## config.mk

```make
export PLATFORM = sky130hd
export DESIGN_NAME = triangle_wave_generator_flat
export DESIGN_NICKNAME = d
export VERILOG_FILES = /design/src/sv/twg_pkg.sv /design/src/sv/twg_chan_if.sv /design/src/sv/twg_div.sv /design/src/sv/twg_mul.sv /design/src/sv/triangle_wave_generator.sv /design/src/flat_wrapper.sv
export VERILOG_INCLUDE_DIRS = /design/src /design/src/sv
export SDC_FILE = /design/constraint.sdc
export NUM_CORES = 1
export LEC_CHECK = 0
export BUFFER_PORTS_ARGS = -buffer_cell sky130_fd_sc_hd__buf_2
export CORE_ASPECT_RATIO = 1.5
export CORE_UTILIZATION = 60
export CTS_CLUSTER_DIAMETER = 50
export DETAILED_ROUTE_END_ITERATION = 8
export GPL_ROUTABILITY_DRIVEN = 0
export PLACE_DENSITY = 0.77
export SYNTH_ARGS = -nofsm -noshare
export SYNTH_HDL_FRONTEND = slang
export SYNTH_SLANG_ARGS = --single-unit
```

## constraint.sdc

```tcl
create_clock -name clk_i -period 10.2 [get_ports clk_i]
set_input_delay 0.51 -clock clk_i [delete_from_list [all_inputs] [get_ports clk_i]]
set_output_delay 0.51 -clock clk_i [all_outputs]
set_load 0.01 [all_outputs]
```

## src/sv/triangle_wave_generator_assert.svh

```systemverilog
// Assertion macros shared by the triangle wave generator RTL.
`ifndef TRIANGLE_WAVE_GENERATOR_ASSERT_SVH
`define TRIANGLE_WAVE_GENERATOR_ASSERT_SVH

// Same-cycle implication, disabled while reset is asserted.
`define TWG_ASSERT_NOW(label, clk, rst_n, ante, cons, msg) \
  label: assert property (@(posedge clk) disable iff (!rst_n) (ante) |-> (cons)) \
    else $error(msg);

// Next-cycle implication, disabled while reset is asserted.
`define TWG_ASSERT_NEXT(label, clk, rst_n, ante, cons, msg) \
  label: assert property (@(posedge clk) disable iff (!rst_n) (ante) |=> (cons)) \
    else $error(msg);

`endif

```

## src/sv/twg_pkg.sv

```systemverilog
// Types and constants shared by the triangle wave generator modules.
`default_nettype none

package twg_pkg;

  localparam int unsigned TimeW   = 32;  // timestamp and period width
  localparam int unsigned CfgW    = 32;  // config write data width
  localparam int unsigned CfgIdxW = 2;
  localparam int unsigned CfgNum  = 3;   // registers in the map
  localparam int unsigned ParmW   = 16;  // mean and deviation width
  localparam int unsigned LvlW    = 25;  // output level, Q.8 signed
  localparam int unsigned FracW   = 8;
  localparam int unsigned QFrac   = FracW + 1;       // 2*d/T in Q.8 -> d*512/T
  localparam int unsigned QW      = 27;              // ramp quotient, clipped
  localparam int unsigned QmW     = QW + 1;          // quotient minus one, signed
  localparam int unsigned ProdW   = QmW + 1 + ParmW; // serial product width
  localparam int unsigned SumW    = ProdW + 1;
  localparam int unsigned DivCntW = $clog2(QW);
  localparam int unsigned MulCntW = $clog2(ParmW);

  localparam logic [TimeW-1:0]        PeriodRst = TimeW'(1000);
  localparam logic signed [QmW-1:0]   QOne      = QmW'(1 << FracW);
  localparam logic signed [LvlW-1:0]  LvlMax    = {1'b0, {(LvlW-1){1'b1}}};
  localparam logic signed [LvlW-1:0]  LvlMin    = {1'b1, {(LvlW-1){1'b0}}};

  typedef enum logic [CfgIdxW-1:0] {
    CFG_PERIOD = 2'd0,
    CFG_MEAN   = 2'd1,
    CFG_DEV    = 2'd2
  } cfg_idx_e;

  typedef enum logic [3:0] {
    ST_IDLE,
    ST_BOUND,
    ST_EVAL,
    ST_DIFF,
    ST_DIV0,
    ST_DIV,
    ST_MUL0,
    ST_MUL,
    ST_OUT
  } state_e;

  typedef enum logic [1:0] {
    BR_FLAT,
    BR_RISE,
    BR_FALL
  } branch_e;

  // Status of a serial arithmetic unit.
  typedef struct packed {
    logic busy;
    logic done;
  } unit_stat_t;

endpackage

`default_nettype wire

```

## src/sv/twg_chan_if.sv

```systemverilog
// Valid/ready channel interfaces for timestamps in and wave levels out.
`default_nettype none

interface twg_time_if;
  logic                       valid;
  logic                       ready;
  logic [twg_pkg::TimeW-1:0]  time_now;

  modport source (output valid, output time_now, input ready);
  modport sink   (input valid, input time_now, output ready);
endinterface

interface twg_level_if;
  logic                             valid;
  logic                             ready;
  logic signed [twg_pkg::LvlW-1:0]  level;

  modport source (output valid, output level, input ready);
  modport sink   (input valid, input level, output ready);
endinterface

`default_nettype wire

```

## src/sv/twg_div.sv

```systemverilog
// Bit-serial restoring divider: clipped quotient of dvd*512/dvs, one bit per cycle.
`default_nettype none
`include "triangle_wave_generator_assert.svh"

module twg_div (
  input  logic                          clk_i,
  input  logic                          rst_ni,
  input  logic                          start_i,
  input  logic [twg_pkg::TimeW-1:0]     dvd_i,
  input  logic [twg_pkg::TimeW-1:0]     dvs_i,
  output logic [twg_pkg::QW-1:0]        quot_o,
  output twg_pkg::unit_stat_t           stat_o
);

  // quotient bits above QW exist iff dvd >= dvs * 2^HiW
  localparam int unsigned HiW = twg_pkg::QW - twg_pkg::QFrac;
  localparam logic [twg_pkg::DivCntW-1:0] CntLast = twg_pkg::DivCntW'(twg_pkg::QW - 1);

  logic [twg_pkg::TimeW-1:0]   rem_q, rem_d;
  logic [twg_pkg::QW-1:0]      sh_q, sh_d;
  logic [twg_pkg::DivCntW-1:0] cnt_q;
  logic                        busy_q, done_q;
  logic                        ovf;
  logic [twg_pkg::TimeW:0]     trial, trial_sub;
  logic                        ge;

  assign ovf = (dvs_i[twg_pkg::TimeW-1 -: HiW] == '0) &&
               (dvd_i >= {dvs_i[twg_pkg::TimeW-HiW-1:0], {HiW{1'b0}}});

  // shift the next dividend bit into the partial remainder
  assign trial     = {rem_q, sh_q[twg_pkg::QW-1]};
  assign trial_sub = trial - {1'b0, dvs_i};
  assign ge        = (trial >= {1'b0, dvs_i});

  always_comb begin
    rem_d = ge ? trial_sub[twg_pkg::TimeW-1:0] : trial[twg_pkg::TimeW-1:0];
    sh_d  = {sh_q[twg_pkg::QW-2:0], ge};
  end

  always_ff @(posedge clk_i or negedge rst_ni) begin
    if (!rst_ni) begin
      busy_q <= 1'b0;
      done_q <= 1'b0;
      cnt_q  <= '0;
    end else begin
      done_q <= 1'b0;
      if (start_i) begin
        cnt_q <= '0;
        if (ovf) begin
          done_q <= 1'b1;
        end else begin
          busy_q <= 1'b1;
        end
      end else if (busy_q) begin
        cnt_q <= cnt_q + 1'b1;
        if (cnt_q == CntLast) begin
          busy_q <= 1'b0;
          done_q <= 1'b1;
        end
      end
    end
  end

  always_ff @(posedge clk_i) begin
    if (start_i) begin
      rem_q <= twg_pkg::TimeW'(dvd_i[twg_pkg::TimeW-1:HiW]);
      sh_q  <= ovf ? '1 : {dvd_i[HiW-1:0], {twg_pkg::QFrac{1'b0}}};
    end else if (busy_q) begin
      rem_q <= rem_d;
      sh_q  <= sh_d;
    end
  end

  assign quot_o      = sh_q;
  assign stat_o.busy = busy_q;
  assign stat_o.done = done_q;

  `TWG_ASSERT_NEXT(a_div_start_runs, clk_i, rst_ni, start_i, busy_q || done_q,
                   "divider ignored a start")

endmodule

`default_nettype wire

```

## src/sv/twg_mul.sv

```systemverilog
// Bit-serial signed shift-add multiplier, one multiplier bit per cycle.
`default_nettype none
`include "triangle_wave_generator_assert.svh"

module twg_mul (
  input  logic                              clk_i,
  input  logic                              rst_ni,
  input  logic                              start_i,
  input  logic signed [twg_pkg::QmW-1:0]    mcand_i,
  input  logic signed [twg_pkg::ParmW-1:0]  mplier_i,
  output logic signed [twg_pkg::ProdW-1:0]  prod_o,
  output twg_pkg::unit_stat_t               stat_o
);

  localparam logic [twg_pkg::MulCntW-1:0] CntLast =
    twg_pkg::MulCntW'(twg_pkg::ParmW - 1);

  logic signed [twg_pkg::QmW:0]   hi_q, hi_d;
  logic [twg_pkg::ParmW-1:0]      lo_q, lo_d;
  logic [twg_pkg::MulCntW-1:0]    cnt_q;
  logic                           busy_q, done_q;
  logic signed [twg_pkg::QmW:0]   mc, addend, psum;

  assign mc = (twg_pkg::QmW + 1)'(mcand_i);

  always_comb begin
    // sign bit of the multiplier carries negative weight
    if (!lo_q[0]) begin
      addend = '0;
    end else if (cnt_q == CntLast) begin
      addend = -mc;
    end else begin
      addend = mc;
    end
    psum = hi_q + addend;
    hi_d = psum >>> 1;
    lo_d = {psum[0], lo_q[twg_pkg::ParmW-1:1]};
  end

  always_ff @(posedge clk_i or negedge rst_ni) begin
    if (!rst_ni) begin
      busy_q <= 1'b0;
      done_q <= 1'b0;
      cnt_q  <= '0;
    end else begin
      done_q <= 1'b0;
      if (start_i) begin
        busy_q <= 1'b1;
        cnt_q  <= '0;
      end else if (busy_q) begin
        cnt_q <= cnt_q + 1'b1;
        if (cnt_q == CntLast) begin
          busy_q <= 1'b0;
          done_q <= 1'b1;
        end
      end
    end
  end

  always_ff @(posedge clk_i) begin
    if (start_i) begin
      hi_q <= '0;
      lo_q <= mplier_i;
    end else if (busy_q) begin
      hi_q <= hi_d;
      lo_q <= lo_d;
    end
  end

  assign prod_o      = {hi_q, lo_q};
  assign stat_o.busy = busy_q;
  assign stat_o.done = done_q;

  `TWG_ASSERT_NEXT(a_mul_done_pulse, clk_i, rst_ni, done_q, !done_q,
                   "multiplier done held longer than one cycle")

endmodule

`default_nettype wire

```

## src/sv/triangle_wave_generator.sv

```systemverilog
// Triangle wave generator top level: cycle tracking, sequencing and output stage.
//
//   channel   dir  payload                        handshake
//   time_i    in   time_now  32b unsigned         valid/ready
//   level_o   out  level     25b signed, Q.8      valid/ready
//   cfg       in   cfg_idx_i 2b, cfg_data_i 32b   cfg_we_i, no back-pressure
//
// One item at a time. On a ramp an item passes the radix-2 divide by the
// period, then the serial multiply by the deviation, with sequencing steps
// around them. On flat parts the divide is skipped; a clipped quotient makes
// the divider finish without stepping through the quotient bits.
// Reset (async, active low) loads period 1000, mean and deviation 0, no cycle.
// The output register holds a result until taken; the next input is taken
// meanwhile, and a new result waits in the last step while the old one is held.
`default_nettype none
`include "triangle_wave_generator_assert.svh"

module triangle_wave_generator (
  input  logic                            clk_i,
  input  logic                            rst_ni,
  input  logic                            cfg_we_i,
  input  logic [twg_pkg::CfgIdxW-1:0]     cfg_idx_i,
  input  logic [twg_pkg::CfgW-1:0]        cfg_data_i,
  twg_time_if.sink                        time_i,
  twg_level_if.source                     level_o
);

  twg_pkg::state_e                   state_q, state_d;
  logic [twg_pkg::TimeW-1:0]         period_q;
  logic signed [twg_pkg::ParmW-1:0]  mean_q, dev_q;
  logic [twg_pkg::TimeW-1:0]         start_q;

  logic [twg_pkg::TimeW-1:0]         t_q, rise_q, fall_q, d_q;
  twg_pkg::branch_e                  br_q, br_d;
  logic [twg_pkg::QW-1:0]            q_q;
  logic                              out_valid_q;
  logic signed [twg_pkg::LvlW-1:0]   level_q;

  logic                              cfg_hit;
  logic                              restart;
  logic [twg_pkg::TimeW-1:0]         s_new;
  logic [twg_pkg::TimeW-1:0]         d_d;
  logic                              out_free, out_ld;
  logic                              div_start, mul_start;
  logic [twg_pkg::QW-1:0]            div_quot;
  twg_pkg::unit_stat_t               div_stat, mul_stat;
  logic signed [twg_pkg::QmW-1:0]    qm;
  logic signed [twg_pkg::ProdW-1:0]  prod;
  logic signed [twg_pkg::SumW-1:0]   mean_ext, prod_ext, lvl_sum;

  function automatic logic signed [twg_pkg::LvlW-1:0] sat_level(
    input logic signed [twg_pkg::SumW-1:0] v
  );
    logic signed [twg_pkg::SumW-1:0] vmax, vmin;
    vmax = twg_pkg::SumW'(twg_pkg::LvlMax);
    vmin = twg_pkg::SumW'(twg_pkg::LvlMin);
    if (v > vmax) begin
      return twg_pkg::LvlMax;
    end else if (v < vmin) begin
      return twg_pkg::LvlMin;
    end else begin
      return v[twg_pkg::LvlW-1:0];
    end
  endfunction

  // ---------------------------------------------------------------------------
  // Configuration registers; any write to a mapped register drops the cycle
  assign cfg_hit = cfg_we_i && (cfg_idx_i < twg_pkg::CfgIdxW'(twg_pkg::CfgNum));

  always_ff @(posedge clk_i or negedge rst_ni) begin
    if (!rst_ni) begin
      period_q <= twg_pkg::PeriodRst;
      mean_q   <= '0;
      dev_q    <= '0;
    end else if (cfg_we_i) begin
      unique case (twg_pkg::cfg_idx_e'(cfg_idx_i))
        twg_pkg::CFG_PERIOD: period_q <= cfg_data_i[twg_pkg::TimeW-1:0];
        twg_pkg::CFG_MEAN:   mean_q   <= cfg_data_i[twg_pkg::ParmW-1:0];
        twg_pkg::CFG_DEV:    dev_q    <= cfg_data_i[twg_pkg::ParmW-1:0];
        default: ;
      endcase
    end
  end

  // ---------------------------------------------------------------------------
  // Cycle tracking
  assign restart = (start_q == '0) || (t_q >= fall_q);
  assign s_new   = restart ? t_q : start_q;

  always_comb begin
    priority if (t_q < s_new) begin
      br_d = twg_pkg::BR_FLAT;
    end else if (t_q < rise_q) begin
      br_d = twg_pkg::BR_RISE;
    end else if (t_q < fall_q) begin
      br_d = twg_pkg::BR_FALL;
    end else begin
      br_d = twg_pkg::BR_FLAT;
    end
  end

  // offset into the current half cycle
  assign d_d = t_q - start_q - ((br_q == twg_pkg::BR_FALL) ? period_q : '0);

  always_ff @(posedge clk_i or negedge rst_ni) begin
    if (!rst_ni) begin
      start_q <= '0;
    end else if (cfg_hit) begin
      start_q <= '0;
    end else if (state_q == twg_pkg::ST_EVAL) begin
      start_q <= s_new;
    end
  end

  // ---------------------------------------------------------------------------
  // Sequencer
  assign out_free = !out_valid_q || level_o.ready;

  always_ff @(posedge clk_i or negedge rst_ni) begin
    if (!rst_ni) begin
      state_q <= twg_pkg::ST_IDLE;
    end else begin
      state_q <= state_d;
    end
  end

  always_comb begin
    state_d   = state_q;
    div_start = 1'b0;
    mul_start = 1'b0;
    out_ld    = 1'b0;
    unique case (state_q)
      twg_pkg::ST_IDLE: begin
        if (time_i.valid) begin
          state_d = twg_pkg::ST_BOUND;
        end
      end
      twg_pkg::ST_BOUND: state_d = twg_pkg::ST_EVAL;
      twg_pkg::ST_EVAL:  state_d = twg_pkg::ST_DIFF;
      twg_pkg::ST_DIFF:  state_d = twg_pkg::ST_DIV0;
      twg_pkg::ST_DIV0: begin
        if (br_q == twg_pkg::BR_FLAT) begin
          state_d = twg_pkg::ST_MUL0;
        end else begin
          div_start = 1'b1;
          state_d   = twg_pkg::ST_DIV;
        end
      end
      twg_pkg::ST_DIV: begin
        if (div_stat.done) begin
          state_d = twg_pkg::ST_MUL0;
        end
      end
      twg_pkg::ST_MUL0: begin
        mul_start = 1'b1;
        state_d   = twg_pkg::ST_MUL;
      end
      twg_pkg::ST_MUL: begin
        if (mul_stat.done) begin
          state_d = twg_pkg::ST_OUT;
        end
      end
      twg_pkg::ST_OUT: begin
        if (out_free) begin
          out_ld  = 1'b1;
          state_d = twg_pkg::ST_IDLE;
        end
      end
      default: state_d = twg_pkg::ST_IDLE;
    endcase
  end

  assign time_i.ready = (state_q == twg_pkg::ST_IDLE);

  // datapath registers, no reset needed
  always_ff @(posedge clk_i) begin
    if (time_i.valid && time_i.ready) begin
      t_q <= time_i.time_now;
    end
    if (state_q == twg_pkg::ST_BOUND) begin
      rise_q <= start_q + period_q;
      fall_q <= start_q + {period_q[twg_pkg::TimeW-2:0], 1'b0};
    end
    if (state_q == twg_pkg::ST_EVAL) begin
      br_q <= br_d;
    end
    if (state_q == twg_pkg::ST_DIFF) begin
      d_q <= d_d;
    end
    // flat parts use q = 0, so the product is -256 * deviation
    if (state_q == twg_pkg::ST_DIV0) begin
      q_q <= '0;
    end else if (state_q == twg_pkg::ST_DIV && div_stat.done) begin
      q_q <= div_quot;
    end
    if (out_ld) begin
      level_q <= sat_level(lvl_sum);
    end
  end

  // ---------------------------------------------------------------------------
  // Arithmetic units
  twg_div u_div (
    .clk_i   (clk_i),
    .rst_ni  (rst_ni),
    .start_i (div_start),
    .dvd_i   (d_q),
    .dvs_i   (period_q),
    .quot_o  (div_quot),
    .stat_o  (div_stat)
  );

  assign qm = $signed({1'b0, q_q}) - twg_pkg::QOne;

  twg_mul u_mul (
    .clk_i    (clk_i),
    .rst_ni   (rst_ni),
    .start_i  (mul_start),
    .mcand_i  (qm),
    .mplier_i (dev_q),
    .prod_o   (prod),
    .stat_o   (mul_stat)
  );

  assign mean_ext = twg_pkg::SumW'($signed({mean_q, {twg_pkg::FracW{1'b0}}}));
  assign prod_ext = twg_pkg::SumW'(prod);
  assign lvl_sum  = mean_ext + ((br_q == twg_pkg::BR_FALL) ? -prod_ext : prod_ext);

  // ---------------------------------------------------------------------------
  // Output register
  always_ff @(posedge clk_i or negedge rst_ni) begin
    if (!rst_ni) begin
      out_valid_q <= 1'b0;
    end else if (out_ld) begin
      out_valid_q <= 1'b1;
    end else if (level_o.ready) begin
      out_valid_q <= 1'b0;
    end
  end

  assign level_o.valid = out_valid_q;
  assign level_o.level = level_q;

  `TWG_ASSERT_NEXT(a_cfg_clears_start, clk_i, rst_ni, cfg_hit, start_q == '0,
                   "register write did not clear the cycle start")
  `TWG_ASSERT_NEXT(a_in_starts_seq, clk_i, rst_ni, time_i.valid && time_i.ready,
                   state_q == twg_pkg::ST_BOUND, "input transfer did not start the sequence")
  `TWG_ASSERT_NOW(a_div_done_expected, clk_i, rst_ni, div_stat.done,
                  state_q == twg_pkg::ST_DIV, "divider finished outside the divide step")

endmodule

`default_nettype wire
```

## src/flat_wrapper.sv

```systemverilog
// flat-port wrapper written by rule: the top's interface ports become plain ports
module triangle_wave_generator_flat 
  (clk_i, rst_ni, cfg_we_i, cfg_idx_i, cfg_data_i, time_i_valid, time_i_time_now, time_i_ready, level_o_valid, level_o_level, level_o_ready);
  twg_time_if time_i_i ();
  twg_level_if level_o_i ();
  input  logic clk_i;
  input  logic rst_ni;
  input  logic cfg_we_i;
  input  logic [twg_pkg::CfgIdxW-1:0] cfg_idx_i;
  input  logic [twg_pkg::CfgW-1:0] cfg_data_i;
  input wire logic [$bits(time_i_i.valid)-1:0] time_i_valid;
  input wire logic [$bits(time_i_i.time_now)-1:0] time_i_time_now;
  output wire logic [$bits(time_i_i.ready)-1:0] time_i_ready;
  output wire logic [$bits(level_o_i.valid)-1:0] level_o_valid;
  output wire logic [$bits(level_o_i.level)-1:0] level_o_level;
  input wire logic [$bits(level_o_i.ready)-1:0] level_o_ready;
  assign time_i_i.valid = time_i_valid;
  assign time_i_i.time_now = time_i_time_now;
  assign time_i_ready = time_i_i.ready;
  assign level_o_valid = level_o_i.valid;
  assign level_o_level = level_o_i.level;
  assign level_o_i.ready = level_o_ready;
  triangle_wave_generator u_core (.clk_i(clk_i), .rst_ni(rst_ni), .cfg_we_i(cfg_we_i), .cfg_idx_i(cfg_idx_i), .cfg_data_i(cfg_data_i), .time_i(time_i_i), .level_o(level_o_i));
endmodule
```

==> run metrics, run 1 <==
CP Max Fanout 28; global-route usage over all layers 0.325; Crit path required time 10.48 ns; Area contributors post-synth edfxtp_1, ha_1, dfrtp_1, dfxtp_1, a21oi_1; DP Cell Count 3949; Setup-failing EPs final 0; DIE HEIGHT 277 um; post-synth top area share 0.211; Remaining Overflow, GRT 0; die area 51300 um2; Crit path arrival time 6.77 ns; post-synthesis async set-or-reset flop share 0.286; VDD IR max 0.000163 V; Sw Share 0.427; setup TNS 0 ns; initial antenna violation count 1; minimum clock period 6.49 ns; clock tree buffer depth 3; Vias 25400; CTS tree yes; Final Skew 0.0221 ns; wire per inst 20.5 um; total core area 49700 um2; yosys warns 0; internal power 5.30 mW; sequential fraction of the synthesis area 0.353; CTS clk-pin slew, worst paths 0.06 ns; synthesized area per cell 9.21 um2; flops & latches, synth 399; TritonCTS Buffers 42; area of the multi-input gates 18400 um2; Post-CTS Setup Bufs 0; Nets 3746; maxcap violations 0; Worst Tran Pin Value 1.14 ns; cts repair resizes 0; synthesized instance count 3284; period utilisation layout 0.636; Boundary Pins 98; power per cell area 283 nW/um2; Max Transition Viols Final 0; Critical Setup Path Class flip-flop to flip-flop; largest net degree at the start of global routing 79; relative slew slack 0.227; fill count 4014; CP Launch Type flip-flop; DR iter-0 viols 1468; DRC 0; total length of routed wires 82600 um; status finished, final reports clean; Die W 185 um; Via density 6.30; hold bufs inserted after CTS 1; Syn Nets 3699; final cell count without fillers 4028; final hold violations 0; library cells used by synthesis 94; TritonRoute pass-1 iters 6; Hold Path Class primary input to flip-flop; clk root buf clkbuf_16; fmax 0.154 GHz; Post-synth EDFFs 212; sequential cell area 10700 um2; Sw Pwr 3.96 mW; crit path capture type flip-flop; port bufs 97; Reg power frac 0.282; combinational power share 0.542; RSZ-0062 raised after global routing false; clk_lat worst skew 0.57 ns; commonest non-fill, non-tap cells in the layout ha_1, nor2_1, a21oi_1, nand2_1, edfxtp_1; Clock Sinks 399; Post-synth top flop edfxtp_1; synthesized area 30200 um2; starting density of the core 0.609; H-tree depth 2; P_leak 14.2 nW; commonest non-fill, non-tap cell in the layout ha_1; post-synth top area cell edfxtp_1; Antenna Nets Post-Route 0; share of cells above drive strength 1 0.0900; number of diodes 0; number of placement rows 100; clock share of power 0.176; vias in the first global route 25800; DPL Wire Length 63500 um; area delta synth->final 8.31%; first-pass GRT wire length 131000 um
-- power groups by stage --
| stage | Clock (mW) | Combinational, mW | Sequential (mW) |
|---|---|---|---|
| 4_1_cts | 1.65 | 4.96 | 2.60 |
| 3_5_place_dp | 0 | 4.92 | 2.63 |
| 5_1_grt | 1.70 | 5.54 | 2.65 |
| 2_1_floorplan | 0 | 4.04 | 2.44 |
| 3_3_place_gp | 0 | 4.73 | 2.62 |
| 6_report | 1.63 | 5.02 | 2.62 |
-- kinds of logic (layout without fill, tap and decap cells) --
kind of cell             after synthesis  count (layout)  share of synthesized area
AND/OR/NAND/NOR                      962             962                      0.153
adder cells (fa/ha/maj)              344             344                      0.151
XOR/XNOR                             251             251                     0.0727
AO/OA/AOI/OAI                        916             916                      0.195
multiplexers                          91              91                     0.0326
buffers and inverters                321             402                     0.0416
flip-flops                           399             399                      0.353
-- synthesized netlist by cell type, drive strengths merged, types with 11 or more instances --
| library cell | n |
|---|---|
| o211ai | 12 |
| fa | 36 |
| and2 | 17 |
| a211oi | 61 |
| inv | 205 |
| dfxtp | 73 |
| xor2 | 90 |
| nand3 | 55 |
| or2 | 15 |
| nor3 | 54 |
| dfrtp | 108 |
| nand2b | 47 |
| nor4 | 32 |
| a21oi | 291 |
| clkbuf | 95 |
| or3 | 30 |
| o21a | 31 |
| nand4 | 47 |
| o21bai | 22 |
| and3 | 23 |
| edfxtp | 212 |
| a21o | 127 |
| o21ai | 201 |
| nand2 | 250 |
| a211o | 11 |
| mux2 | 49 |
| mux2i | 42 |
| or4 | 13 |
| nor2b | 36 |
| buf | 21 |
| o31ai | 28 |
| ha | 308 |
| a31oi | 24 |
| xnor2 | 161 |
| o221ai | 27 |
| nor2 | 311 |
-- worst paths after layout --
kind,startpoint,to,slack (ns),cells past startpoint
worst min register to register,u_core.u_div.rem_q[31],u_core.u_div.rem_q[31],0.49,1
max in group asynchronous,rst_ni,u_core.u_mul.busy_q,8.13,3
worst max register to register,u_core.u_mul.lo_q[0],u_core.level_o.level[4],3.71,21
worst max-delay path,u_core.u_mul.lo_q[0],u_core.level_o.level[4],3.71,21
min in group asynchronous,rst_ni,u_core.u_div.done_q,0.53,2
worst min-delay path,time_i_time_now[26],u_core.t_q[26],0.11,1
-- stage by stage --
stage	worst slack, ns	hold slack (ns)	instance area, um2	power (mW)	util
after detailed placement	3.80	0.476	31300	7.55	0.630
after floorplan	4.32	0.214	30200	6.48	-
after CTS	3.77	0.0924	32800	9.21	0.659
after global placement	3.95	0.464	31300	7.34	0.630
final	3.71	0.107	32800	9.26	0.659
after global routing	3.23	0.0938	32800	9.90	0.659
-- layer usage --
metal,track usage,wire [um],vias up
li1,-,-,12000
met1,0.323,28800,12100
met2,0.579,41600,858
met3,0.0450,3690,396
met4,0.290,8490,2
met5,0,11,-
-- layout make-up --
class / count / area share
timing repair buffer: 119 / 0.0200
clock inverter: 22 / 0.00894
multi-input combinational: 2564 / 0.561
clock buffer: 56 / 0.0353
inverter: 205 / 0.0235
sequential: 399 / 0.326
tap: 663 / 0.0253
-- critical path, cell delays in order, from the launching register on --
cell	delay (ns)
edfxtp_1	0.53
inv_2	0.43
ha_1	0.25
nor2b_1	0.28
nand3_1	0.14
or4_1	0.45
or3_1	0.38
o21ai_0	0.22
xnor2_1	0.15
ha_1	0.32
a21oi_1	0.18
o21ai_0	0.11
a21oi_1	0.22
a211oi_1	0.12
or3_1	0.47
o2111ai_2	0.30
a21oi_1	0.11
o31ai_1	0.31
a21oi_1	0.11
buf_4	0.23
nor2_4	0.67
o221ai_1	0.23
-- registers in the layout (all words and copies together), names as in the netlist --
register	flops
u_core.d_q	32
u_core.fall_q	32
u_core.period_q	32
u_core.rise_q	32
u_core.start_q	32
u_core.t_q	32
u_core.u_div.rem_q	32
u_core.u_mul.hi_q	28
u_core.q_q	27
u_core.u_div.quot_o	27
u_core.level_o.level	25
u_core.dev_q	16
u_core.mean_q	16
u_core.u_mul.lo_q	16
u_core.u_div.cnt_q	5
u_core.state_q	4
u_core.u_mul.cnt_q	4
u_core.br_q	2
u_core.level_o.valid	1
u_core.u_div.busy_q	1
u_core.u_div.done_q	1
u_core.u_mul.busy_q	1
u_core.u_mul.done_q	1
Note: power is estimated with default switching activity, not from simulation.
==> inputs of run 2 (changes only) <==
- CORE_UTILIZATION: 60 -> 58
- PLACE_DENSITY: 0.77 -> 0.78
- clock period: 10.2 -> 5.9 ns (I/O delays scaled with it)
==> run 2 against run 1 <==
First-iteration DRC count increased by 17%; clock power rose by 75%; sequential share of layout area fell by 0.75 points; critical endpoint is now u_core.level_o.level[21]; clock skew is 0.0038 ns higher; worst setup slack worse by 3.4 ns; global-route usage down 1.1 points; via count increased by 0.45%; design area is 2.3% higher; wire length is 1.5% higher.
==> run metrics, run 2 (synthesis gave the netlist of run 1 again) <==
Nets 3818; period utilisation layout 0.953; reg-to-reg endpoint u_core.level_o.level[21]; DIE HEIGHT 282 um; CP Launch Type flip-flop; die area 53100 um2; largest net degree at the start of global routing 78; internal power 9.29 mW; CP peak stage delay 0.45 ns; H-tree depth 2; crit path capture type flip-flop; TritonCTS Buffers 42; r2r setup slk 0.28 ns; combinational power share 0.548; commonest non-fill, non-tap cells in the layout ha_1, nor2_1, a21oi_1, nand2_1, edfxtp_1; CTS tree yes; global-route usage over all layers 0.314; relative slew slack 0.283; Setup-failing EPs final 0; RSZ-0062 raised after global routing false; minimum clock period 5.62 ns; VDD IR max 0.000411 V; Sw Pwr 6.87 mW; Hold Path Class primary input to flip-flop; Max Transition Viols Final 0; worst setup path startpoint u_core.u_mul.lo_q[1]; CP Max Fanout 12; first-pass GRT wire length 132000 um; dominant delay contributor by cell family on the critical path simple AND/OR/NAND/NOR gates; pre-CTS WS 0.216 ns; vias in the first global route 25700; Final Skew 0.0259 ns; total stage count of the critical path 22; maxcap violations 0; setup TNS 0 ns; number of placement rows 102; launching point of the worst reg2reg path u_core.u_mul.lo_q[1]; Via density 6.20; Clock Sinks 399; Crit path required time 6.19 ns; DR iter-0 viols 1723; Boundary Pins 98; TritonRoute pass-1 iters 5; power per cell area 482 nW/um2; Crit path arrival time 5.91 ns; fmax 0.178 GHz; clk root buf clkbuf_16; Setup crit end u_core.level_o.level[21]; Sw Share 0.425; total core area 51600 um2; CP max-delay cell or4_1; Worst Tran Pin Value 1.06 ns; CTS clk-pin slew, worst paths 0.06 ns; worst path bufs/invs 3; crit path cell chain inv_1 > ha_1 > nor2b_2 > nand3_1 > or4_1 > or3_1 > o21ai_0 > xnor2_1 > ha_1 > a21oi_1 > o21ai_0 > a21oi_2 > a211oi_2 > or3_4 > xor2_1 > or4_1 > nor3_1 > nand4bb_1 > nor4b_4 > buf_4 > clkbuf_16 > o221ai_2; Remaining Overflow, GRT 0; clock share of power 0.177; total length of routed wires 83800 um; clock tree buffer depth 3; Vias 25500; final hold violations 0; initial antenna violation count 1; area delta synth->final 10.8%; status finished, final reports clean; Antenna Nets Post-Route 0; commonest non-fill, non-tap cell in the layout ha_1; Critical Setup Path Class flip-flop to flip-flop; share of cells above drive strength 1 0.0984; DRC 0; starting density of the core 0.587; clk_lat worst skew 0.57 ns; R2R cell count 22; P_leak 14.6 nW; wire per inst 20.4 um; final worst slack 0.275 ns; DPL Wire Length 64100 um; Die W 188 um; Reg power frac 0.276; port bufs 97
## run 2: changes by cell type in the layout (fill, tap and decap cells not counted), moves of 2 or more
cell and change:
a211oi_1 -2, a211oi_2 +2, buf_4 +19, clkbuf_1 -5, clkbuf_16 +2, clkbuf_8 +4, clkinv_1 -5, clkinv_2 +6
clkinv_4 +2, diode_2 +2, dlygate4sd3_1 +51, inv_6 +2, inv_8 -2, o21ai_0 -2
## run 2: final cells by class
cell class | instances | area [um2]
Antenna cell | 2 | 5.00
Clock buffer | 56 | 1220
Clock inverter | 21 | 254
Fill cell | 4167 | 18000
Inverter | 205 | 769
Multi-Input combinational cell | 2564 | 18400
Sequential cell | 399 | 10700
Tap cell | 676 | 846
Timing Repair Buffer | 191 | 1350
## run 2: worst min path at each step
stage,startpoint,endpoint,slack (ns),cells past startpoint
global route,cfg_data_i[6],u_core.mean_q[6],0.02,2
floorplan,rst_ni,u_core.dev_q[0],-0.0006,0
finish,cfg_data_i[0],u_core.mean_q[0],0.02,2
CTS,cfg_data_i[0],u_core.mean_q[0],0.004,2
global placement,rst_ni,u_core.u_mul.busy_q,0.38,1
detailed placement,rst_ni,u_core.u_mul.busy_q,0.39,1
## run 2: power by group through the flow
stage	Sequential, mW	Clock, mW	Combinational (mW)
floorplan	4.22	0	6.99
global placement	4.45	0	8.28
detailed placement	4.48	0	8.63
CTS	4.43	2.88	8.73
global route	4.52	2.98	9.80
finish	4.46	2.85	8.85
## run 2: worst register-to-register path, cell delays in order (launching register included)
cell and delay (ns):
edfxtp_1 0.40, inv_1 0.11, ha_1 0.17, nor2b_2 0.24
nand3_1 0.13, or4_1 0.45, or3_1 0.38, o21ai_0 0.22
xnor2_1 0.21, ha_1 0.32, a21oi_1 0.21, o21ai_0 0.14
a21oi_2 0.20, a211oi_2 0.10, or3_4 0.42, xor2_1 0.17
or4_1 0.40, nor3_1 0.16, nand4bb_1 0.18, nor4b_4 0.27
buf_4 0.19, clkbuf_16 0.19, o221ai_2 0.11
## run 2: per-stage QoR
stage | hold WS, ns | cell area [um2] | total power, mW | util | cells
final | 0.0173 | 33500 | 16.2 | 0.650 | 4114
after floorplan | -0.000591 | 30200 | 11.2 | - | 3284
after CTS | 0.00439 | 33500 | 16.0 | 0.649 | 4110
after detailed placement | 0.388 | 31500 | 13.1 | 0.610 | 3981
after global routing | 0.0194 | 33500 | 17.3 | 0.650 | 4113
after global placement | 0.384 | 31500 | 12.7 | 0.610 | 3981
## run 2: timing repair
action,in CTS,in global routing
gates resized for setup,0,9
endpoints found under the hold margin,92,0
setup buffers,0,1
endpoints found under the setup margin,0,24
hold buffers,52,0
## run 2: per-layer routing
layer / routed length (um) / track usage
met1: 29300 / 0.315
met2: 42700 / 0.577
met3: 3770 / 0.0375
met4: 7910 / 0.264
met5: 0 / 0
==> inputs of run 3 (changes only) <==
- CORE_UTILIZATION: 58 -> 60
- PLACE_DENSITY: 0.78 -> 0.77
- clock period: 5.9 -> 7.1 ns (I/O delays scaled with it)
==> run 3 against run 2 <==
Power is 17% lower; first-iteration DRC count is 2.9% higher; critical path type unchanged; combinational power is 17% lower; sequential cell count stayed put; utilization is 1.8 points higher.
==> run metrics, run 3 (synthesis gave the netlist of run 1 again) <==
Setup-failing EPs final 0; DRC 0; status finished, final reports clean; largest net degree at the start of global routing 78; H-tree depth 2; CTS tree yes; Worst Tran Pin Value 1.24 ns; Critical Setup Path Class flip-flop to flip-flop; P_leak 14.4 nW; relative slew slack 0.163; maxcap violations 0; final hold violations 0; global-route usage over all layers 0.326; Boundary Pins 98; starting density of the core 0.609; Pwr Total 13.4 mW; VDD IR max 0.000225 V; Remaining Overflow, GRT 0; die area 51300 um2; Nets 3788; commonest non-fill, non-tap cell in the layout ha_1; DP Cell Count 3952; number of diodes 0; TritonCTS Buffers 44; DR iter-0 viols 1773; minimum clock period 6.31 ns; total length of routed wires 83100 um; cts repair resizes 0; setup TNS 0 ns; fmax 0.159 GHz; final cell count without fillers 4070; Final Skew 0.0185 ns; Via density 6.30; total core area 49700 um2; DPL Wire Length 63900 um; Clock Sinks 399; DIE HEIGHT 277 um; port bufs 97; vias in the first global route 25900; TritonRoute pass-1 iters 6; CTS clk-pin slew, worst paths 0.07 ns; final non-filler cell area 33200 um2; crit path capture type flip-flop; CP Launch Type flip-flop; Crit path required time 7.36 ns; CP Max Fanout 25; Die W 185 um; Antenna Nets Post-Route 0; first-pass GRT wire length 132000 um; pre-CTS WS 0.948 ns; Crit path arrival time 6.56 ns; final worst slack 0.794 ns; commonest non-fill, non-tap cells in the layout ha_1, nor2_1, a21oi_1, nand2_1, edfxtp_1; Max Transition Viols Final 0; RSZ-0062 raised after global routing false; wire per inst 20.4 um; power per cell area 404 nW/um2; placed cell area 31300 um2; share of cells above drive strength 1 0.0930; initial antenna violation count 1; clock tree buffer depth 3; Vias 25600; area delta synth->final 9.74%; period utilisation layout 0.888; number of placement rows 100; Hold Path Class primary input to flip-flop; clk_lat worst skew 0.56 ns; clk root buf clkbuf_16
run 3: changes by cell type in the layout (fill, tap and decap cells not counted), moves of 3 or more:
cell           change
buf_4             -16
dlygate4sd3_1     -14
clkbuf_8           -5
inv_6              +3
run 3: path summary, 6_finish.rpt:
check	depth (start not counted)	to	slack, ns	start
setup / recovery	21	u_core.level_o.level[0]	0.79	u_core.u_mul.lo_q[0]
hold / removal	3	u_core.period_q[18]	0.02	cfg_data_i[18]
setup reg to reg	21	u_core.level_o.level[0]	0.79	u_core.u_mul.lo_q[0]
hold reg to reg	2	u_core.q_q[19]	0.48	u_core.q_q[19]
max in group asynchronous	3	u_core.u_mul.busy_q	5.16	rst_ni
min in group asynchronous	2	u_core.u_div.busy_q	0.38	rst_ni
run 3: power breakdown:
| group | switching [mW] | leakage [nW] | internal [mW] |
|---|---|---|---|
| sequential | 0.563 | 4.03 | 3.16 |
| combinational | 4.22 | 9.65 | 3.10 |
| clock | 0.995 | 0.732 | 1.36 |
run 3: final cells by class:
cell class | instances | area, um2
fillers | 3971 | 16500
clock buffers | 53 | 1220
clock inverters | 27 | 269
repair buffers | 159 | 1050
flip-flops and latches | 399 | 10700
well taps | 663 | 830
multi-input cells | 2564 | 18400
inverters | 205 | 769
run 3: metrics by stage:
stage / utilization / hold slack, ns
after global routing: 0.668 / 0.00754
after detailed placement: 0.631 / 0.423
after floorplan: - / 0.0594
final: 0.668 / 0.0192
after global placement: 0.631 / 0.422
after CTS: 0.668 / 0.00341
run 3: critical path, cell delays in order, from the launching register on:
cell and delay [ns]:
edfxtp_1 0.54, inv_2 0.11, ha_1 0.16, nor2b_1 0.26, nand3_1 0.13, or4_1 0.47
or3_1 0.39, o21ai_0 0.23, xnor2_1 0.15, ha_1 0.32, a21oi_1 0.24, o21ai_0 0.12
a21oi_1 0.21, a211oi_1 0.12, or3_1 0.48, o2111ai_2 0.32, a21oi_1 0.12, o31ai_1 0.34
a21oi_1 0.12, buf_4 0.23, nor2_4 0.66, o221ai_1 0.26
run 3: timing repair:
action	in CTS	in global routing
endpoints found under the hold margin	77	0
hold buffers	38	0
buffers inserted	0	0
run 3: routing by layer:
metal,GRT usage,part of all wire
met3,0.0401,0.045
met4,0.274,0.097
met5,0,0.00011
met2,0.585,0.51
met1,0.330,0.35
